===== src/sv/wpd_pkg.sv =====
package wpd_pkg;

    localparam int MAX_SEG_POINTS_DEF  = 58;
    localparam int COORD_FRAC_BITS_DEF = 16;

    // point count and its remainder, wide enough for any legal MAX_SEG_POINTS
    localparam int SEG_N_W      = 6;
    localparam int DELTA_W      = 33;
    localparam int Z_W          = 24;
    localparam int CNT_W        = 6;
    localparam int CORDIC_STEPS = 16;
    localparam int QUEUE_DEPTH  = 2;

    localparam logic signed [Z_W-1:0] PI_Q20      = 24'sd3294199;
    localparam logic signed [Z_W-1:0] HALF_PI_Q20 = 24'sd1647100;
    localparam logic signed [15:0]    PI_Q13      = 16'sd25736;
    localparam logic [19:0]           INV_GAIN_Q20 = 20'd636751;

    localparam logic [7:0]  PPM_RST  = 8'd20;
    localparam logic        REV_RST  = 1'b0;
    localparam logic        GOAL_RST = 1'b1;
    localparam logic [15:0] EXT_RST  = 16'd1966;

    typedef enum logic [1:0] {
        CFG_POINTS_PER_METER = 2'd0,
        CFG_REVERSE_TRAVEL   = 2'd1,
        CFG_GOAL_HEADING     = 2'd2,
        CFG_END_EXTENSION    = 2'd3
    } t_cfg_idx;

    typedef struct packed {
        logic [7:0]  ppm;
        logic        reverse;
        logic        goal_mode;
        logic [15:0] ext;
    } t_cfg;

    typedef struct packed {
        logic signed [31:0] pos_x;
        logic signed [31:0] pos_y;
        logic signed [15:0] goal_yaw;
        logic               final_point;
    } t_wp_in;

    typedef struct packed {
        logic signed [31:0] out_x;
        logic signed [31:0] out_y;
        logic signed [15:0] out_yaw;
        logic               reverse_mark;
        logic [15:0]        point_index;
        logic               run_end;
        logic               path_end;
    } t_pt_out;

    // one classified segment handed from front to back
    typedef struct packed {
        logic signed [31:0]   sx;
        logic signed [31:0]   sy;
        logic signed [31:0]   ex;
        logic signed [31:0]   ey;
        logic signed [31:0]   xx;
        logic signed [31:0]   xy;
        logic signed [15:0]   h;
        logic signed [15:0]   gyaw;
        logic signed [15:0]   eh;
        logic [SEG_N_W-1:0]   n;
        logic [DELTA_W-1:0]   qdx;
        logic [DELTA_W-1:0]   qdy;
        logic [SEG_N_W-1:0]   rdx;
        logic [SEG_N_W-1:0]   rdy;
        logic                 negx;
        logic                 negy;
        logic                 have_prev;
        logic                 fin;
        logic                 goal_mode;
    } t_seg_cmd;

    function automatic logic signed [Z_W-1:0] atan_entry(input logic [3:0] i);
        logic signed [Z_W-1:0] v;
        case (i)
            4'd0:    v = 24'sd823550;
            4'd1:    v = 24'sd486170;
            4'd2:    v = 24'sd256879;
            4'd3:    v = 24'sd130396;
            4'd4:    v = 24'sd65451;
            4'd5:    v = 24'sd32757;
            4'd6:    v = 24'sd16383;
            4'd7:    v = 24'sd8192;
            4'd8:    v = 24'sd4096;
            4'd9:    v = 24'sd2048;
            4'd10:   v = 24'sd1024;
            4'd11:   v = 24'sd512;
            4'd12:   v = 24'sd256;
            4'd13:   v = 24'sd128;
            4'd14:   v = 24'sd64;
            default: v = 24'sd32;
        endcase
        return v;
    endfunction

endpackage


===== src/sv/wpd_queue.sv =====
module wpd_queue
    import wpd_pkg::*;
(
    input  logic     i_clk,
    input  logic     i_rst_n,
    input  logic     i_wr,
    input  t_seg_cmd i_data,
    output logic     o_ready,
    input  logic     i_rd,
    output logic     o_valid,
    output t_seg_cmd o_data
);

    localparam int PW = $clog2(QUEUE_DEPTH);

    t_seg_cmd r_mem [QUEUE_DEPTH];
    logic [PW-1:0] r_wp, r_rp;
    logic [PW:0]   r_cnt;
    logic wr_en, rd_en;

    assign o_ready = (r_cnt != (PW + 1)'(QUEUE_DEPTH));
    assign o_valid = (r_cnt != '0);
    assign wr_en   = i_wr && o_ready;
    assign rd_en   = i_rd && o_valid;
    assign o_data  = r_mem[r_rp];

    always_ff @(posedge i_clk) begin
        if (wr_en) begin
            r_mem[r_wp] <= i_data;
        end
    end

    always_ff @(posedge i_clk) begin
        if (!i_rst_n) begin
            r_wp  <= '0;
            r_rp  <= '0;
            r_cnt <= '0;
        end else begin
            if (wr_en) begin
                r_wp <= (r_wp == PW'(QUEUE_DEPTH - 1)) ? '0 : r_wp + 1'b1;
            end
            if (rd_en) begin
                r_rp <= (r_rp == PW'(QUEUE_DEPTH - 1)) ? '0 : r_rp + 1'b1;
            end
            r_cnt <= r_cnt + (PW + 1)'(wr_en) - (PW + 1)'(rd_en);
        end
    end

endmodule


===== config.mk =====
export PLATFORM = sky130hd
export DESIGN_NAME = wpd_queue
export DESIGN_NICKNAME = d
export VERILOG_FILES = /design/src/sv/wpd_pkg.sv /design/src/sv/wpd_queue.sv
export SDC_FILE = /design/constraint.sdc
export NUM_CORES = 1
export LEC_CHECK = 0
export ABC_CLOCK_PERIOD_IN_PS = 23500
export BUFFER_PORTS_ARGS = -buffer_cell sky130_fd_sc_hd__buf_2
export CORE_MARGIN = 5
export CORE_UTILIZATION = 35
export CTS_CLUSTER_DIAMETER = 40
export DETAILED_ROUTE_END_ITERATION = 16
export PLACE_DENSITY_LB_ADDON = 0.05
export SYNTH_ARGS = -nofsm -noshare
export SYNTH_HDL_FRONTEND = slang
export SYNTH_SLANG_ARGS = --single-unit

===== constraint.sdc =====
create_clock -name i_clk -period 23.5 [get_ports i_clk]
set_input_delay 0 -clock i_clk [delete_from_list [all_inputs] [get_ports i_clk]]
set_output_delay 0 -clock i_clk [all_outputs]
set_load 0.01 [all_outputs]

==> flow_metrics.env <==
export IMPL_start_kind="flip-flop"
export IMPL_met1_usage_pct=18.6
export IMPL_core_area_um2=72700
export IMPL_worst_r2r_startpoint="r_cnt[0]"
export IMPL_fin_nets=2476
export IMPL_hpwl_mm=46.4
export IMPL_seqPwrFrac_pct=37.7
export IMPL_use_met3_pct=5.03
export IMPL_synth_cell_type_count=26
export IMPL_p_clk_share_pct=42.1
export IMPL_synth_nets=1387
export IMPL_max_slew_margin_pct=20.3
export IMPL_crit_type="reg -> out"
export IMPL_syn_avg_cell_area_um2=24.3
export IMPL_gp_congestion=0.782
export IMPL_first_pass_iters=5
export IMPL_grt_ovfl_total=0
export IMPL_min_from="i_data[42]"
export IMPL_grt_pass1_wl_mm=96.4
export IMPL_final_layout_size_suffix_gt1_share_pct=53.6
export IMPL_finalWorstSetupSlack_ns=18.96
export IMPL_worstPathRequired_ns=23.50
export IMPL_die_w_um=280
export IMPL_cellLeakagePower_nw=14.5
export IMPL_irDropWorstVdd_uv=64.4
export IMPL_grt_setup_unrepaired="no"
export IMPL_drtIter0Drc=646
export IMPL_min_period_over_period_pct=19.3
export IMPL_layout_commonest_cell="buf_2"
export IMPL_pre_cts_ws_ns=19.48
export IMPL_ant_nets=0
export IMPL_worstMarginPinSlew_ns=1.19
export IMPL_wirelength_mm=67.4
export IMPL_htreeDepth=3
export IMPL_setup_viol_count_final=0
export IMPL_min_path_type="in -> reg"
export IMPL_syn_inst=1053
export IMPL_yosysSeqAreaShare_pct=77.7
export IMPL_fp_dieArea_um2=78600
export IMPL_status="complete, no violations"
export IMPL_synth_seq_cells=663
export IMPL_fin_skew_ns=0.0187
export IMPL_postCtsHoldBufs=333
export IMPL_cp_end_kind="output port"
export IMPL_ys_warn_count=0
export IMPL_grt_max_degree=131
export IMPL_avgRoutedWirePerCell_um=21.1
export IMPL_cts_sinks=663
export IMPL_antenna_found_initial=2
export IMPL_p_sw_mw=1.01
export IMPL_post_cts_buffers=0
export IMPL_drv_slew=0
export IMPL_p_comb_share_pct=20.2
export IMPL_post_cts_resized=0
export IMPL_cts_buffer_depth=3
export IMPL_die_h_um=280
export IMPL_worstRegToRegCells=4
export IMPL_avgViaCountPerCell=4.36
export IMPL_grt_busiest_layer="met2"
export IMPL_synth_area_um2=25600
export IMPL_path_clk_slew_ns=0.05
export IMPL_max_freq_mhz=220
export IMPL_maxCapViolations=0
export IMPL_hold_depth=2
export IMPL_final_cell_mix="buf_2 (663), edfxtp_1 (658), dlygate4sd3_1 (333)"
export IMPL_cts_tree="built"
export IMPL_io_buffers=663
export IMPL_dr_total_vias=13965
export IMPL_hold_violations=0
export IMPL_grt_pass1_vias=15119
export IMPL_gr_usage_all_layers_pct=16.3
export IMPL_pin_count=664
export IMPL_use_met2_pct=29.1
export IMPL_syn2layout_area_growth_pct=43.8
export IMPL_setup_tns_ns=0
export IMPL_drc=0
export IMPL_p_int_mw=2.92
export IMPL_numCtsBuffers=115
export IMPL_cp_max_fo=50
export IMPL_worstPathArrival_ns=4.54
export IMPL_cts_root_buf="clkbuf_16"
export IMPL_power_density_nw_per_um2=107
export IMPL_fin_crit_ns=4.54
export IMPL_std_cell_rows=99
export IMPL_start_util_pct=35.2
export IMPL_insertion_delay_ns=0.64
export IMPL_p_sw_share_pct=25.6
## final cells by class
type / count / area, um^2
clock inverters: 85 / 942
multi-input cells: 352 / 5010
flip-flops and latches: 663 / 19900
clock buffers: 132 / 2980
fillers: 6151 / 36000
well taps: 959 / 1200
diodes: 1 / 2.50
repair buffers: 1009 / 6750
inverters: 1 / 11.3
## path summary, 6_finish.rpt
check | endpoint | slack (ns)
setup / recovery | o_data[226] | 18.96
hold / removal | r_mem[0][42] | 0.09
setup reg to reg | r_mem[1][303] | 19.68
hold reg to reg | flip-flop | 0.58
## cell families after synthesis
family                   count (synthesis)  share of synthesized area (%)
multiplexers                           330                           19.0
AND/OR/NAND/NOR                         13                          0.289
AO/OA/AOI/OAI                            7                          0.210
flip-flops                             663                           77.7
XOR/XNOR                                 1                         0.0343
adder cells (fa/ha/maj)                  1                         0.0489
buffers and inverters                   38                           2.76
## sequential cells by signal, summed over array words and instances, names as in the netlist, named ones only
register / cells
r_cnt: 2
r_mem: 658
r_wp: 1
r_rp: 1
## metrics by stage
stage | utilization (%) | instance area (um^2) | hold WS, ns | power [mW] | instances
2_1_floorplan | - | 25600 | 0.0989 | 2.07 | 1053
3_3_place_gp | 40.6 | 29500 | 0.188 | 2.27 | 2651
3_5_place_dp | 40.6 | 29500 | 0.191 | 2.27 | 2651
4_1_cts | 50.5 | 36800 | 0.0242 | 4.00 | 3201
5_1_grt | 50.6 | 36800 | 0.0549 | 4.09 | 3202
6_report | 50.6 | 36800 | 0.0869 | 3.93 | 3202
## cells in the mapped netlist
cell type,count,area (um^2)
a211oi_1,1,7.51
a21bo_2,2,20.0
a21boi_0,1,7.51
a32oi_1,1,8.76
and2_1,3,18.8
and3_1,1,6.26
buf_12,33,661
buf_2,1,5.00
buf_6,2,22.5
buf_8,1,15.0
dfxtp_1,5,100
edfxtp_1,658,19800
ha_1,1,12.5
inv_1,1,3.75
mux2_2,26,293
mux2_4,303,4550
mux2i_1,1,10.0
nand2_1,1,3.75
nand2b_1,2,12.5
nand3_1,1,5.00
nand3b_1,1,7.51
nor2_1,2,7.51
nor2b_1,1,6.26
o21ai_0,2,10.0
or2_2,1,6.26
xnor2_1,1,8.76
## power by group through the flow
stage / Combinational [mW] / Clock [mW] / Sequential (mW)
final: 0.795 / 1.65 / 1.48
after global routing: 0.845 / 1.75 / 1.49
after CTS: 0.819 / 1.70 / 1.48
after detailed placement: 0.766 / 0 / 1.50
after global placement: 0.764 / 0 / 1.50
after floorplan: 0.542 / 0 / 1.52
## per-layer routing
layer,wire [um],share of wire (%)
met5,13,0.019
met3,5200,7.7
met1,25200,37
met2,35200,52
met4,1820,2.7
## worst max-delay path, cell delays in order (launching register included)
cell and delay, ns:
dfxtp_4 0.76, buf_4 0.81, buf_4 0.87, buf_4 0.83, mux2_4 0.36, buf_2 0.14
(Power assumes the default switching activity.)
