<file path="config.mk">
export PLATFORM = sky130hd
export DESIGN_NAME = wpd_back
export DESIGN_NICKNAME = d
export VERILOG_FILES = /design/src/sv/wpd_pkg.sv /design/src/sv/wpd_back.sv
export SDC_FILE = /design/constraint.sdc
export NUM_CORES = 1
export LEC_CHECK = 0
export ABC_AREA = 1
export BUFFER_PORTS_ARGS = -buffer_cell sky130_fd_sc_hd__buf_2
export CORE_ASPECT_RATIO = 0.9
export CORE_MARGIN = 4
export CORE_UTILIZATION = 23
export CTS_CLUSTER_DIAMETER = 60
export DETAILED_ROUTE_END_ITERATION = 12
export PLACE_DENSITY = 0.44
export SLEW_MARGIN = 20
export SYNTH_ARGS = -nofsm -noshare
export SYNTH_HDL_FRONTEND = slang
export SYNTH_SLANG_ARGS = --single-unit
</file>
<file path="constraint.sdc">
create_clock -name i_clk -period 8.95 [get_ports i_clk]
set_clock_uncertainty 0.05 [all_clocks]
set_input_delay 0.895 -clock i_clk [delete_from_list [all_inputs] [get_ports i_clk]]
set_output_delay 0.895 -clock i_clk [all_outputs]
set_load 0.005 [all_outputs]
</file>
<file path="src/sv/wpd_pkg.sv">
package wpd_pkg;

    localparam int MAX_SEG_POINTS_DEF  = 58;
    localparam int COORD_FRAC_BITS_DEF = 16;

    // point count and its remainder, wide enough for any legal MAX_SEG_POINTS
    localparam int SEG_N_W      = 6;
    localparam int DELTA_W      = 33;
    localparam int Z_W          = 24;
    localparam int CNT_W        = 6;
    localparam int CORDIC_STEPS = 16;
    localparam int QUEUE_DEPTH  = 2;

    localparam logic signed [Z_W-1:0] PI_Q20      = 24'sd3294199;
    localparam logic signed [Z_W-1:0] HALF_PI_Q20 = 24'sd1647100;
    localparam logic signed [15:0]    PI_Q13      = 16'sd25736;
    localparam logic [19:0]           INV_GAIN_Q20 = 20'd636751;

    localparam logic [7:0]  PPM_RST  = 8'd20;
    localparam logic        REV_RST  = 1'b0;
    localparam logic        GOAL_RST = 1'b1;
    localparam logic [15:0] EXT_RST  = 16'd1966;

    typedef enum logic [1:0] {
        CFG_POINTS_PER_METER = 2'd0,
        CFG_REVERSE_TRAVEL   = 2'd1,
        CFG_GOAL_HEADING     = 2'd2,
        CFG_END_EXTENSION    = 2'd3
    } t_cfg_idx;

    typedef struct packed {
        logic [7:0]  ppm;
        logic        reverse;
        logic        goal_mode;
        logic [15:0] ext;
    } t_cfg;

    typedef struct packed {
        logic signed [31:0] pos_x;
        logic signed [31:0] pos_y;
        logic signed [15:0] goal_yaw;
        logic               final_point;
    } t_wp_in;

    typedef struct packed {
        logic signed [31:0] out_x;
        logic signed [31:0] out_y;
        logic signed [15:0] out_yaw;
        logic               reverse_mark;
        logic [15:0]        point_index;
        logic               run_end;
        logic               path_end;
    } t_pt_out;

    // one classified segment handed from front to back
    typedef struct packed {
        logic signed [31:0]   sx;
        logic signed [31:0]   sy;
        logic signed [31:0]   ex;
        logic signed [31:0]   ey;
        logic signed [31:0]   xx;
        logic signed [31:0]   xy;
        logic signed [15:0]   h;
        logic signed [15:0]   gyaw;
        logic signed [15:0]   eh;
        logic [SEG_N_W-1:0]   n;
        logic [DELTA_W-1:0]   qdx;
        logic [DELTA_W-1:0]   qdy;
        logic [SEG_N_W-1:0]   rdx;
        logic [SEG_N_W-1:0]   rdy;
        logic                 negx;
        logic                 negy;
        logic                 have_prev;
        logic                 fin;
        logic                 goal_mode;
    } t_seg_cmd;

    function automatic logic signed [Z_W-1:0] atan_entry(input logic [3:0] i);
        logic signed [Z_W-1:0] v;
        case (i)
            4'd0:    v = 24'sd823550;
            4'd1:    v = 24'sd486170;
            4'd2:    v = 24'sd256879;
            4'd3:    v = 24'sd130396;
            4'd4:    v = 24'sd65451;
            4'd5:    v = 24'sd32757;
            4'd6:    v = 24'sd16383;
            4'd7:    v = 24'sd8192;
            4'd8:    v = 24'sd4096;
            4'd9:    v = 24'sd2048;
            4'd10:   v = 24'sd1024;
            4'd11:   v = 24'sd512;
            4'd12:   v = 24'sd256;
            4'd13:   v = 24'sd128;
            4'd14:   v = 24'sd64;
            default: v = 24'sd32;
        endcase
        return v;
    endfunction

endpackage

</file>
<file path="src/sv/wpd_back.sv">
module wpd_back
    import wpd_pkg::*;
(
    input  logic     i_clk,
    input  logic     i_rst_n,
    input  logic     i_cmd_valid,
    input  t_seg_cmd i_cmd,
    output logic     o_cmd_pop,
    input  logic     i_reverse,
    output logic     o_empty,
    input  logic     i_pop,
    output t_pt_out  o_pt
);

    localparam int NW = SEG_N_W;

    typedef enum logic [4:0] {
        B_IDLE   = 5'b00001,
        B_START  = 5'b00010,
        B_INTERP = 5'b00100,
        B_GOAL   = 5'b01000,
        B_EXT    = 5'b10000
    } t_bstate;

    t_bstate r_state, n_state;
    t_seg_cmd r_cmd;
    logic [DELTA_W-1:0] r_qx, r_qy;
    logic [NW:0] r_rx, r_ry;
    logic [NW-1:0] r_j;
    logic r_first;
    logic [15:0] r_index;
    logic r_ov;
    t_pt_out r_out;

    logic can_emit, emit, last;
    logic signed [31:0] px, py;
    logic signed [15:0] pyaw;
    logic [NW:0] sx_r, sy_r;
    logic interp_done;

    assign can_emit    = !r_ov || i_pop;
    assign interp_done = (r_j == r_cmd.n - NW'(3));
    assign sx_r        = r_rx + {1'b0, r_cmd.rdx};
    assign sy_r        = r_ry + {1'b0, r_cmd.rdy};
    assign o_cmd_pop   = (r_state == B_IDLE) && i_cmd_valid;

    always_comb begin
        emit    = 1'b0;
        last    = 1'b0;
        px      = r_cmd.ex;
        py      = r_cmd.ey;
        pyaw    = r_cmd.h;
        n_state = r_state;
        unique case (r_state)
            B_IDLE: begin
                if (i_cmd_valid) begin
                    if (i_cmd.have_prev) begin
                        n_state = B_START;
                    end else if (i_cmd.fin) begin
                        n_state = B_GOAL;
                    end
                end
            end
            B_START: begin
                emit = can_emit;
                px   = r_cmd.sx;
                py   = r_cmd.sy;
                last = (r_cmd.n <= NW'(2)) && !r_cmd.fin;
                if (can_emit) begin
                    if (r_cmd.n > NW'(2)) begin
                        n_state = B_INTERP;
                    end else begin
                        n_state = r_cmd.fin ? B_GOAL : B_IDLE;
                    end
                end
            end
            B_INTERP: begin
                emit = can_emit;
                px   = r_cmd.negx ? r_cmd.sx - $signed(r_qx[31:0])
                                  : r_cmd.sx + $signed(r_qx[31:0]);
                py   = r_cmd.negy ? r_cmd.sy - $signed(r_qy[31:0])
                                  : r_cmd.sy + $signed(r_qy[31:0]);
                last = interp_done && !r_cmd.fin;
                if (can_emit && interp_done) begin
                    n_state = r_cmd.fin ? B_GOAL : B_IDLE;
                end
            end
            B_GOAL: begin
                emit = can_emit;
                // goal mode and lone waypoints keep their own yaw
                pyaw = (!r_cmd.have_prev || r_cmd.goal_mode) ? r_cmd.gyaw : r_cmd.h;
                last = !r_cmd.have_prev || r_cmd.goal_mode;
                if (can_emit) begin
                    n_state = last ? B_IDLE : B_EXT;
                end
            end
            B_EXT: begin
                emit = can_emit;
                px   = r_cmd.xx;
                py   = r_cmd.xy;
                pyaw = r_cmd.eh;
                last = 1'b1;
                if (can_emit) begin
                    n_state = B_IDLE;
                end
            end
            default: n_state = B_IDLE;
        endcase
    end

    always_ff @(posedge i_clk) begin
        if (o_cmd_pop) begin
            r_cmd <= i_cmd;
            r_qx  <= '0;
            r_qy  <= '0;
            r_rx  <= {2'b00, i_cmd.n[NW-1:1]};
            r_ry  <= {2'b00, i_cmd.n[NW-1:1]};
            r_j   <= '0;
        end else if (r_state == B_INTERP && can_emit) begin
            // running j*|d|/n as quotient plus remainder, offset by n/2 for rounding
            if (sx_r >= {1'b0, r_cmd.n}) begin
                r_rx <= sx_r - {1'b0, r_cmd.n};
                r_qx <= r_qx + r_cmd.qdx + 1'b1;
            end else begin
                r_rx <= sx_r;
                r_qx <= r_qx + r_cmd.qdx;
            end
            if (sy_r >= {1'b0, r_cmd.n}) begin
                r_ry <= sy_r - {1'b0, r_cmd.n};
                r_qy <= r_qy + r_cmd.qdy + 1'b1;
            end else begin
                r_ry <= sy_r;
                r_qy <= r_qy + r_cmd.qdy;
            end
            r_j <= r_j + 1'b1;
        end
        if (emit) begin
            r_out.out_x        <= px;
            r_out.out_y        <= py;
            r_out.out_yaw      <= pyaw;
            r_out.reverse_mark <= r_first && i_reverse;
            r_out.point_index  <= r_index;
            r_out.run_end      <= last;
            r_out.path_end     <= last && r_cmd.fin;
        end
    end

    always_ff @(posedge i_clk) begin
        if (!i_rst_n) begin
            r_state <= B_IDLE;
            r_first <= 1'b1;
            r_index <= '0;
            r_ov    <= 1'b0;
        end else begin
            r_state <= n_state;
            if (emit) begin
                r_ov <= 1'b1;
                if (last && r_cmd.fin) begin
                    r_first <= 1'b1;
                    r_index <= '0;
                end else begin
                    r_first <= 1'b0;
                    r_index <= r_index + 1'b1;
                end
            end else if (i_pop) begin
                r_ov <= 1'b0;
            end
        end
    end

    assign o_empty = !r_ov;
    assign o_pt    = r_out;

endmodule

</file>
==> results_dict.tcl, run 1 <==
set metrics [dict create \
    status "finished clean" \
    num-fill-cells 15000 \
    cts_sinks 533 \
    cts_htree_levels 3 \
    finalSetupViolations 0 \
    num_vias 27700 \
    max_freq_mhz 210 \
    synth.distinct_cells 50 \
    cp-start-kind "register" \
    drt-total-wl_um 118000 \
    grt_use_met2_pct 27.5 \
    io_pins 435 \
    antenna_found_initial 23 \
    drc 0 \
    die_area_sq_um 144000 \
    seq_area_frac_synth_pct 47.2 \
    clk_latency_ps 670 \
    grt_max_degree 120 \
    cts_made_buffers 66 \
    cts_tree "built" \
    synth_top_area_share_pct 41.1 \
    rows 129 \
    viasPerCell 4.40 \
    synth-seq-cells 533 \
    crit_fanout 6 \
    yosys.area.top_type "edfxtp_1" \
    drive_gt1_share_pct 14.7 \
    clkTransAtPathRegs_ps 70 \
    netlist_instances 3936 \
    wire_per_inst_um 18.7 \
    use_met1_pct 20.2 \
    postRouteAntennaNets 0 \
    nNetsFinal 4896 \
    end_kind "register" \
    hold_buffers 0 \
    yosys_warnings 0 \
    final_common_cell "nand2_1" \
    relSlewSlack_pct 31.6 \
    synth_edf_count 436 \
    dp_hpwl_um 94400 \
    syn_area_per_cell_sq_um 8.08 \
    clockBufferDepth 3 \
    finalCritPeriodShare_pct 53.3 \
    syn_to_final_growth_pct 20.8 \
    async_reset_ff_share_pct 0 \
    rsz0062_at_grt "no" \
    clockRootBuffer "clkbuf_16" \
    yosys-top-cells-area "edfxtp_1, nand2_1, ha_1" \
    postCtsResizedCells 0 \
    synth_fp_nets 4434 \
    cts_setup_buffers 0 \
    global_route.usage.met3_pct 3.22 \
    crit_required_ps 9270 \
    worstPathArrival_ps 5090 \
    reg2reg_setup_slack_ps 4180 \
    netlist_area_sq_um 31800 \
    fp.dieW_um 400 \
    final_max_slew_viol_count 0 \
    globalplace.congestion 0.890 \
    synthFlopType "edfxtp_1" \
    start_util_pct 23.1 \
    grt_busiest_layer "met2" \
    most-common-layout-cells "nand2_1, inv_1, edfxtp_1" \
    globalRouteOverflowTotal 0 \
    die_h_um 361 \
    period_minus_slack_ps 4770 \
    tns_ps 0 \
    tightest_slew_ps 1030 \
    drt_iter0_markers 1729 \
    cap_violations 0 \
    utilization_pct 28.0 \
    grt_pass1_wl_um 170000 \
    port_buffers 432 \
    first_pass_iters 6 \
    coreArea_sq_um 138000 \
    min-delay-path-class "input pin to register" \
    hold_viol_final 0 \
    timing_worst_setup_path_type "register to register" \
    grt_pass1_vias 27100 \
    track_usage_pct 15.8 \
]
layer usage:
layer | wire length, um | vias up
li1 | - | 14000
met1 | 51700 | 12800
met2 | 56900 | 651
met3 | 6840 | 141
met4 | 2450 | 16
met5 | 112 | -
through the flow:
| stage | hold WS, ps | std cells | cell area, sq um | setup slack [ps] |
|---|---|---|---|---|
| final | 346 | 6297 | 38400 | 4180 |
| after floorplan | 358 | 3936 | 31800 | 590 |
| after detailed placement | 375 | 6164 | 36200 | 4150 |
| after global routing | 308 | 6286 | 38400 | 3630 |
| after global placement | 370 | 6164 | 36200 | 4110 |
| after CTS | 291 | 6285 | 38400 | 4100 |
final timing paths:
| path | startpoint | to | cells after the start |
|---|---|---|---|
| setup / recovery | r_qx[1]$_SDFFE_PP0P_ | o_pt[94]$_DFFE_PP_ | 24 |
| hold / removal | i_cmd[298] | r_cmd[298]$_DFFE_PP_ | 1 |
| setup reg to reg | r_qx[1]$_SDFFE_PP0P_ | o_pt[94]$_DFFE_PP_ | 24 |
| hold reg to reg | r_index[10]$_SDFFE_PN0P_ | o_pt[12]$_DFFE_PP_ | 0 |
layout make-up:
class                           instances  area (sq um)  share of cell area, %
Antenna cell                           12          30.0                 0.0781
Clock buffer                           83          1750                   4.54
Clock inverter                         38           419                   1.09
Inverter                              520          1960                   5.10
Multi-Input combinational cell       2826         14600                   38.1
Sequential cell                       533         15000                   39.1
Tap cell                             1834          2290                   5.97
Timing Repair Buffer                  451          2320                   6.03
Yosys cell counts (5+ instances only):
| master | count |
|---|---|
| a21o_1 | 21 |
| fa_1 | 8 |
| o2111ai_1 | 9 |
| dfxtp_1 | 97 |
| o21ai_0 | 149 |
| clkbuf_1 | 47 |
| edfxtp_1 | 436 |
| a21boi_0 | 6 |
| a21oi_1 | 167 |
| nor2_4 | 12 |
| nor3_1 | 52 |
| xnor2_1 | 28 |
| xor2_1 | 92 |
| nand3_2 | 11 |
| inv_2 | 9 |
| and2_1 | 6 |
| and3_1 | 5 |
| o21bai_1 | 10 |
| nand3b_1 | 16 |
| a31oi_1 | 17 |
| nor2_1 | 321 |
| o22ai_1 | 23 |
| buf_1 | 6 |
| nand2_1 | 1243 |
| nand3_1 | 271 |
| nand4_1 | 97 |
| inv_1 | 507 |
| nor2_2 | 15 |
| nor4_1 | 7 |
| ha_1 | 156 |
| a211oi_1 | 5 |
| or2_2 | 25 |
| o211ai_1 | 6 |
| nand2_2 | 21 |
worst max-delay path, cell delays in order (launching register included):
cell and delay, ps:
dfxtp_1 340, inv_1 150, ha_1 170, inv_1 50, nor2_1 110, inv_1 70, nor3_1 340, nand3_1 160
nor3_1 300, nand2_1 140, nor2_1 140, nand3_1 110, nor2_1 170, a21oi_1 100, xnor2_1 250, ha_1 330
nand2_1 140, inv_1 70, a21oi_1 210, nand2_1 90, a21oi_1 100, o21ai_0 170, or2_2 320, nand3_1 260
nand4_1 130
logic make-up (layout without fill, tap and decap cells):
group / Yosys count / in the layout / share of synthesized area [%]
simple gates: 2105 / 2105 / 28.2
buf+inv: 577 / 1092 / 6.82
other cells: 0 / 12 / 0
flops: 533 / 533 / 47.2
fa+ha+maj: 164 / 164 / 6.64
compound gates: 436 / 436 / 7.70
xor+xnor: 121 / 121 / 3.35
state kept, by name, indices dropped and copies added, names as in the netlist:
register	cells
r_qx	32
r_ry	7
r_first	1
o_pt	99
r_rx	7
r_qy	32
r_index	16
r_cmd	327
r_state	5
r_ov	1
r_j	6
Power of run 1 is not shown: default switching activity piles up to over one toggle a cycle in this logic, so the estimate is an artifact.
==> run 2: changes to the inputs <==
--- a/config.mk
+++ b/config.mk
@@ -12,7 +12,7 @@
 export CORE_UTILIZATION = 23
 export CTS_CLUSTER_DIAMETER = 60
 export DETAILED_ROUTE_END_ITERATION = 12
-export PLACE_DENSITY = 0.44
+export PLACE_DENSITY = 0.45
 export SLEW_MARGIN = 20
 export SYNTH_ARGS = -nofsm -noshare
 export SYNTH_HDL_FRONTEND = slang
==> constraint.sdc (replaced) <==
create_clock -name i_clk -period 3.94 [get_ports i_clk]
set_clock_uncertainty 0.05 [all_clocks]
set_input_delay 0.394 -clock i_clk [delete_from_list [all_inputs] [get_ports i_clk]]
set_output_delay 0.394 -clock i_clk [all_outputs]
set_load 0.005 [all_outputs]
==> results_dict.tcl, run 2 (synthesis results as in run 1) <==
set metrics [dict create \
    status "finished clean" \
    grt_pass1_wl_um 179000 \
    min-delay-path-class "input pin to register" \
    end_kind "register" \
    start_util_pct 23.1 \
    seqCellArea_sq_um 15000 \
    num_vias 29700 \
    hold_viol_final 0 \
    drc 0 \
    layoutNonFillerInstCount 6805 \
    die_h_um 361 \
    track_usage_pct 16.5 \
    grt_max_degree 73 \
    rows 129 \
    cp-start-kind "register" \
    dp_hpwl_um 97300 \
    slowest_delay_ps 320 \
    path_delay_family "simple AND/OR/NAND/NOR gates" \
    globalRouteOverflowTotal 0 \
    drt-total-wl_um 123000 \
    slowest_stage "dfxtp_1" \
    antenna_found_initial 8 \
    cts_sinks 533 \
    wire_per_inst_um 18.1 \
    finalSetupViolations 0 \
    globalplace.congestion 0.894 \
    io_pins 435 \
    port_buffers 432 \
    timing_worst_setup_path_type "register to register" \
    grt_busiest_layer "met2" \
    multi_input_area_sq_um 15100 \
    max_freq_mhz 265 \
    postRouteAntennaNets 0 \
    path_buf_inv 3 \
    clkTransAtPathRegs_ps 60 \
    grt_pass1_vias 29600 \
    use_met1_pct 20.9 \
    fp.dieW_um 400 \
    cts_made_buffers 72 \
    coreArea_sq_um 138000 \
    period_minus_slack_ps 3770 \
    grt_use_met2_pct 29.0 \
    most-common-layout-cells "nand2_1, inv_1, edfxtp_1" \
    relSlewSlack_pct 39.6 \
    placed_cells 6336 \
    syn_to_final_growth_pct 38.0 \
    largest_register_ffs 327 \
    clk_latency_ps 670 \
    rsz0062_at_grt "yes" \
    tightest_slew_ps 905 \
    viasPerCell 4.36 \
    num-fill-cells 14700 \
    cap_violations 0 \
    die_area_sq_um 144000 \
    final_max_slew_viol_count 0 \
    global_route.usage.met3_pct 2.83 \
    worstPathArrival_ps 4120 \
    finalCritPeriodShare_pct 95.6 \
    cts_htree_levels 3 \
    nNetsFinal 5407 \
    clockBufferDepth 3 \
    crit_fanout 4 \
    final_common_cell "nand2_1" \
    drt_iter0_markers 1737 \
    drive_gt1_share_pct 19.3 \
    crit_required_ps 4290 \
    first_pass_iters 7 \
    clockRootBuffer "clkbuf_16" \
    cts_tree "built" \
    regMostFlops "r_cmd" \
]
run 2: cell types whose count changed in the layout (fill, tap and decap cells not counted), sizes merged:
cell	previous run	this run
buf	451	627
clkinv	28	23
clkinvlp	3	4
bufinv	4	2
clkbuf	83	92
diode	12	5
dlygate4sd3	0	329
inv	523	530
run 2: final cells by class:
class	instances	share of cell area (%)
Inverter	520	4.48
Sequential cell	533	34.3
Clock inverter	39	0.920
Antenna cell	5	0.0285
Multi-Input combinational cell	2826	34.5
Tap cell	1834	5.23
Clock buffer	92	4.51
Timing Repair Buffer	956	16.1
run 2: metrics by stage:
stage               hold slack (ps)  util, %  area, sq um  TNS, ps  setup slack, ps
floorplan                       358        -        31800  -724430            -2180
global placement                370     27.4        37700     -599             -270
detailed placement              376     27.4        37700     -782             -247
CTS                            79.9     31.5        43400        0             6.74
global route                    126     31.9        43900     -578            -92.6
finish                          142     31.9        43900        0              172
run 2: final timing paths:
path,from,endpoint,slack [ps],depth (start not counted)
setup / recovery,r_qy[0]$_SDFFE_PP0P_,o_pt[66]$_DFFE_PP_,170,26
hold reg to reg,r_index[10]$_SDFFE_PN0P_,o_pt[12]$_DFFE_PP_,390,0
hold / removal,i_cmd_valid,r_state[0]$_SDFFE_PN1P_,140,4
setup reg to reg,r_qy[0]$_SDFFE_PP0P_,o_pt[66]$_DFFE_PP_,170,26
run 2: worst reg2reg max path, cell delays in order, from the launching register on:
cell      delay, ps
dfxtp_1         320
inv_2            80
ha_2            180
nand2_1          70
nor2_2          110
nand3_2         120
nor2_4          140
nand4_1         120
nand2_1         110
o21ai_1         110
a21oi_2         170
nand2_2         100
buf_4           160
nor2_4           90
xor2_2          180
ha_1            280
inv_1            90
o21bai_1        110
a21oi_2         170
nor2_1           50
nor3_1          130
o21ai_1         100
o21bai_4        190
nor2_1           90
nor2_1           50
nand2_1          80
nand4_1          70
run 2: repair_timing:
action                                  4_1_cts  5_1_grt
hold buffers                                329        0
setup buffers                                 0        4
endpoints found under the setup margin       14       48
endpoints found under the hold margin       332        0
pin swaps                                     1       42
resized for setup                             9      136
run 2: metal layers:
layer	wire (um)	up-vias
li1	-	15100
met1	53500	13800
met2	60100	677
met3	6450	145
met4	3340	4
met5	21	-
Power of run 2 is left out for the same reason.
